==> src/bba_pkg.sv <==
// ----------------------------------------------------------------------------
// bba_pkg: shared definitions for the bitmap block allocator
// Request codes, bitmap word geometry and the word scan result type.
// ----------------------------------------------------------------------------
package bba_pkg;

    // Default capacity of the bitmap in blocks.
    localparam int MaxBlocksDefault = 4096;

    // The bitmap is stored as words of 64 block bits, lowest block in bit 0.
    localparam int WordBits  = 64;
    localparam int WordPosW  = 6;

    // Width used for block positions inside the scan (covers 65536 + 64).
    localparam int PosW = 18;

    // Field widths of the request and result transfers.
    localparam int ModeW  = 2;
    localparam int IndexW = 12;
    localparam int CfgW   = 13;

    // Reset value of the blocks_in_use register.
    localparam logic [CfgW-1:0] BlocksInUseReset = 13'd4096;

    // Request codes.
    typedef enum logic [ModeW-1:0] {
        MODE_USE  = 2'd0,
        MODE_FREE = 2'd1,
        MODE_FIND = 2'd2,
        MODE_BAD  = 2'd3
    } t_mode;

    // Result status codes.
    localparam logic STATUS_OK    = 1'b0;
    localparam logic STATUS_ERROR = 1'b1;

    // Result of scanning one bitmap word.
    typedef struct packed {
        logic                hit;
        logic                last;
        logic [WordPosW-1:0] pos;
    } t_scan_res;

endpackage

==> src/bba_word_scan.sv <==
// ----------------------------------------------------------------------------
// bba_word_scan: free bit search over one bitmap word
// Masks off blocks at or above the valid limit and returns the lowest free
// bit of the word, plus whether this word is the last one below the limit.
// ----------------------------------------------------------------------------
module bba_word_scan (
    input  logic [bba_pkg::PosW-1:0]     i_base,
    input  logic [bba_pkg::CfgW-1:0]     i_limit,
    input  logic [bba_pkg::WordBits-1:0] i_word,
    output bba_pkg::t_scan_res           o_res
);
    import bba_pkg::*;

    logic [PosW-1:0]     limit_ext;
    logic [PosW-1:0]     remain;
    logic [WordBits-1:0] free_bits;

    // Number of valid blocks from this word on; the caller only scans words
    // that start below the limit.
    assign limit_ext = PosW'(i_limit);
    assign remain    = limit_ext - i_base;

    // A bit is free when it is clear and its block lies below the limit.
    always_comb begin
        for (int j = 0; j < WordBits; j++) begin
            free_bits[j] = ~i_word[j] & (PosW'(j) < remain);
        end
    end

    // Lowest free bit wins.
    always_comb begin
        o_res.pos = '0;
        for (int j = WordBits - 1; j >= 0; j--) begin
            if (free_bits[j]) begin
                o_res.pos = WordPosW'(j);
            end
        end
        o_res.hit  = |free_bits;
        o_res.last = (i_base + PosW'(WordBits)) >= limit_ext;
    end

endmodule

==> config.mk <==
export PLATFORM = sky130hd
export DESIGN_NAME = bba_word_scan
export DESIGN_NICKNAME = d
export VERILOG_FILES = /design/src/bba_pkg.sv /design/src/bba_word_scan.sv
export SDC_FILE = /design/constraint.sdc
export NUM_CORES = 1
export LEC_CHECK = 0
export ABC_AREA = 0
export BUFFER_PORTS_ARGS = -buffer_cell sky130_fd_sc_hd__buf_2
export CORE_UTILIZATION = 50
export DETAILED_ROUTE_END_ITERATION = 8
export PLACE_DENSITY = 0.79
export SLEW_MARGIN = 20
export SYNTH_ARGS = -nofsm -noshare
export SYNTH_HDL_FRONTEND = slang
export SYNTH_SLANG_ARGS = --single-unit
==> constraint.sdc <==
create_clock -name vclk -period 5.8
set_input_delay 0.58 -clock vclk [all_inputs]
set_output_delay 0.58 -clock vclk [all_outputs]
set_load 0.005 [all_outputs]
# Yosys cells after proc, flatten, opt, wreduce, memory -nomap -nowiden
# Cells that the tools add are included.
[op_classes]
add_sub_neg = 2
n_lt_le_gt_ge = 65
muxes = 64
bitwise = 128
n_reduce_logical = 1
[ops]
columns = ["cell", "count"]
rows = [
  ["$lt 6x18->1 const A", 32],
  ["$mux 6", 64],
  ["$lt 5x18->1 const A", 16],
  ["$lt 4x18->1 const A", 8],
  ["$lt 3x18->1 const A", 4],
  ["$and 1x1->1", 64],
  ["$not 1->1", 64],
  ["$reduce_or 64->1", 1],
  ["$lt 1x18->1 const A", 2],
  ["$lt 2x18->1 const A", 2],
  ["$add 18x7->18 const B", 1],
  ["$ge 18x13->1", 1],
  ["$sub 13x18->18", 1],
]
[word_totals]
regBits = 0
inputBits = 95
out_inout_bits = 8
word_cells = 260

# Depth between registers and ports, before layout
[depth]
ltp_word = 67
ltp_mapped = 18
depth_no_buf = 15

# Worst setup path after synthesis
# No wires, ideal clock.
[synth_timing]
kind = "in2out"
startpoint = "in i_base[4] in the netlist's numbering"
endpoint = "out o_res[3] in the netlist's numbering"
arrival_time_ns = 4.314
required_ns = 5.220
slack_ns = 0.906
stages = 16
path_buffers = 3
path_cell_list = "inv_1 ha_1 buf_2 a21o_1 nor3_1 a22oi_2 nand3_1 mux2_4 or4_1 buf_4 buf_6 o41ai_1 nand4_1 o41a_1 or3b_1 a31oi_1"
[synth_rtl]
columns = ["item", "line_no", "rtl"]
rows = [
  ["start, declared", "bba_word_scan.sv:7", "input logic [bba_pkg::PosW-1:0] i_base,"],
  ["end, declared", "bba_word_scan.sv:10", "output bba_pkg::t_scan_res o_res"],
]

==> results by stage <==
Logic synthesis:
- The commonest cells after synthesis are 57 x a21oi_1, 54 x inv_1, 51 x nand2_1.
- The synthesized netlist contains between 80 and 90 unique library cells.
- The most common cell in the synthesized netlist is a21oi_1.
- The mapped netlist covers approximately 3800 µm².
- ha_1 takes more of the synthesized area than any other cell.
- The area share of the largest cell type after synthesis is under 10%.
- The per-instance average area after synthesis is roughly 6.4 µm².
- The number of nets in the synthesized netlist is 724.
- After technology mapping, the gate count stands at between 600 and 700.
- Sequential cells were found to cover 0% of the synthesized design area.
- In the post-synthesis netlist, the biggest area contributors are ha_1 8.8%, a21oi_1 7.4%, inv_1 5.3%, nand2_1 5.0%, nor2_1 4.5%.
- For this run, the number of Yosys warnings is 0.

Critical path:
- The kind of start point of the critical path is an input pin.
- The endpoint required time on the critical path is 5.22 ns.
- Traced cell by cell, the critical path runs through buf_2 -> ha_1 -> fa_1 -> nor2b_1 -> o311a_1 -> o21ai_1 -> o21ai_0 -> nand3_1 -> or4_1 -> buf_12 -> o41ai_2 -> nand4_1 -> o41a_1 -> or3b_1 -> a31oi_1 -> buf_2.
- The signal arrival time at the worst endpoint is a little over 5 ns.
- The type of the worst setup path is in -> out.
- The cell with the most instances on the worst path is buf_2.
- The worst setup path is captured at an output port.
- Of all nets on the critical path, the largest fanout is 36.
- For this run, the slowest stage of the critical path takes ~0.57 ns.
- The slowest stage cell on the critical path is or4_1.

Layout:
- Summing all flip-flop and latch instances after layout gives 0 µm².
- The post-layout net count is 827.
- Of the cells placed in the final design, the portion with a size suffix greater than 1 is 24.5%.
- The multi-input combinational cells in the finished layout cover a total of 3560 µm².
- The number of sequential cells is 0.
- Clock buffers in the final layout number 0.
- 0 antenna diodes ended up in the layout.
- Compared with the post-synthesis result, the final layout area differs by 21.6%.
- With fillers left out, the area of the finished cells amounts to between 4000 and 5000 µm².
- Counting the fill cells in the layout gives between 700 and 800.

STA:
- Setup repair after global routing left no endpoint under its margin.
- The share of the cycle needed by the critical path after routing is a little over nine tenths.
- The count of final max-slew check failures came to 0.
- The worst hold slack after final layout is 1.65 ns.
- The final number of setup-violating endpoints is 0.
- For the final routed database, the setup TNS stands at 0 ns.
- The worst pin sits at a relative slew slack of a little under two fifths.
- The achievable frequency is 177 MHz.
- For the pin with the worst max-slew slack, the measured transition is 0.931 ns.
- For the finished layout, the period the worst path requires is between 5 and 6 ns.
- The final count of hold timing violations is 0.

Placement:
- The number of input and output port buffers inserted is ~100.
- The post-place instance area is 4580 µm².
- The congestion estimate from routability-driven global placement came to 1.04.
- Once detailed placement completed, the half-perimeter wirelength came to between 10 and 15 mm.

Min path:
- The end point of the most critical hold path is o_res[0].
- The worst hold path belongs to the class in -> out.
- The worst hold path begins at i_word[1].
- The count of cells along the worst hold path is 4.

Flow run:
- Max-cap violations in this run came to 0.

Global route:
- Entering global routing, the biggest net connects 37 pins.
- The all-layer global routing usage is about a third.
- After global routing the overflow that remains totals 0.
- The wire length of the first global-routing pass is between 20 and 25 mm.
- The number of antenna violations at the first check in global routing is 0.
- The number of global-route vias before repair is 4545.

Route:
- The pre-antenna-repair detailed-routing pass consisted of 5 iterations.
- Using the TritonRoute via totals, the vias-per-cell ratio works out to between 6 and 7.
- The number of routed nets with antenna violations is 0.
- The total routed wirelength is between 10 and 15 mm.
- The number of design-rule violations left by the first detailed-router iteration is around 530.
- After detailed routing, the number of remaining DRC violations is 0.
- In the final routed layout, each cell accounts on average for about 19 µm.
- The via count is 5335.

Outcome:
- The flow ran to the end, and the final reports show no timing, DRC or antenna violations.

Floorplan:
- The region available for standard cell placement spans 7330 µm².
- For this configuration, the core starts out at a cell density of a little over half.
- The initialized floorplan defines 31 standard-cell rows.
- The horizontal die dimension is 89.6 µm.
- The top-level port count is 103.
- In this run the vertical extent of the chip is approximately 90 µm.
- The die area is 8020 µm².

Power and ir drop:
- The power density over the cells is 113 nW/µm².
- Summed over all cells, the static leakage comes to 2.09 nW.
- VDD sags by at most 64.5 µV.
-- cell usage in the layout (no fill, tap or decap), drive strengths merged, types with 11 or more instances in the layout --
cell type,count
xnor2,11
nand3,25
o21ai,40
nor3,17
nor4,21
nand4,13
nand2b,16
a21oi,57
buf,136
ha,27
nor2,46
nand2,51
inv,54
o41ai,16
-- layout make-up --
cell class                      count  area share [%]
Timing Repair Buffer              136            16.6
Tap cell                           99            2.66
Inverter                           54            4.35
Multi-Input combinational cell    512            76.4
-- worst max path at each step --
| stage | cells past startpoint | startpoint | slack (ns) | endpoint |
|---|---|---|---|---|
| after floorplan | 16 | i_base[4] | 0.91 | o_res[3] |
| after global placement | 18 | i_base[0] | 0.21 | o_res[1] |
| after detailed placement | 18 | i_base[0] | 0.12 | o_res[1] |
| after CTS | 18 | i_base[0] | 0.13 | o_res[1] |
| after global routing | 16 | i_base[6] | 0.03 | o_res[1] |
| final | 16 | i_base[0] | 0.16 | o_res[3] |
-- power by group --
| part | internal (mW) | switching, mW |
|---|---|---|
| sequential | 0 | 0 |
| clock | 0 | 0 |
| combinational | 0.183 | 0.344 |
-- timing repair --
| action | in CTS | in global routing |
|---|---|---|
| setup buffers | 0 | 1 |
| setup endpoints to repair | 0 | 6 |
| hold buffers | 0 | 0 |
| gates resized for setup | 0 | 11 |
-- layer usage --
layer,track usage [%],vias up,wire length (µm),part of all wire (%)
met5,0,-,0,0
met4,9.96,0,344,2.3
met3,5.76,34,1550,10
met2,55.6,328,6580,44
met1,49.2,2473,6420,43
li1,-,2500,-,-
-- cell families after synthesis --
| logic type | Yosys count | share of synthesized area (%) |
|---|---|---|
| AO/OA/AOI/OAI | 226 | 42.4 |
| XOR/XNOR | 18 | 4.11 |
| adder cells (fa/ha/maj) | 29 | 9.59 |
| buffers and inverters | 89 | 9.66 |
| multiplexers | 6 | 1.76 |
| AND/OR/NAND/NOR | 233 | 32.5 |
-- worst max-delay path: cells and delay by family --
kind | cells | cell delay [ns]
AO/OA/AOI/OAI | 6 | 1.80
AND/OR/NAND/NOR | 5 | 1.55
adder cells (fa/ha/maj) | 2 | 0.65
buffers and inverters | 3 | 0.46
-- metrics by stage --
stage	std cells	setup WS (ns)	utilization (%)	power, mW
global placement	800	0.211	62.5	0.491
global route	801	0.0266	63.6	0.564
floorplan	601	0.906	-	0.324
finish	801	0.161	63.6	0.526
detailed placement	800	0.123	62.5	0.496
CTS	800	0.130	62.5	0.500
No activity file was read; power rests on OpenSTA's default activity.
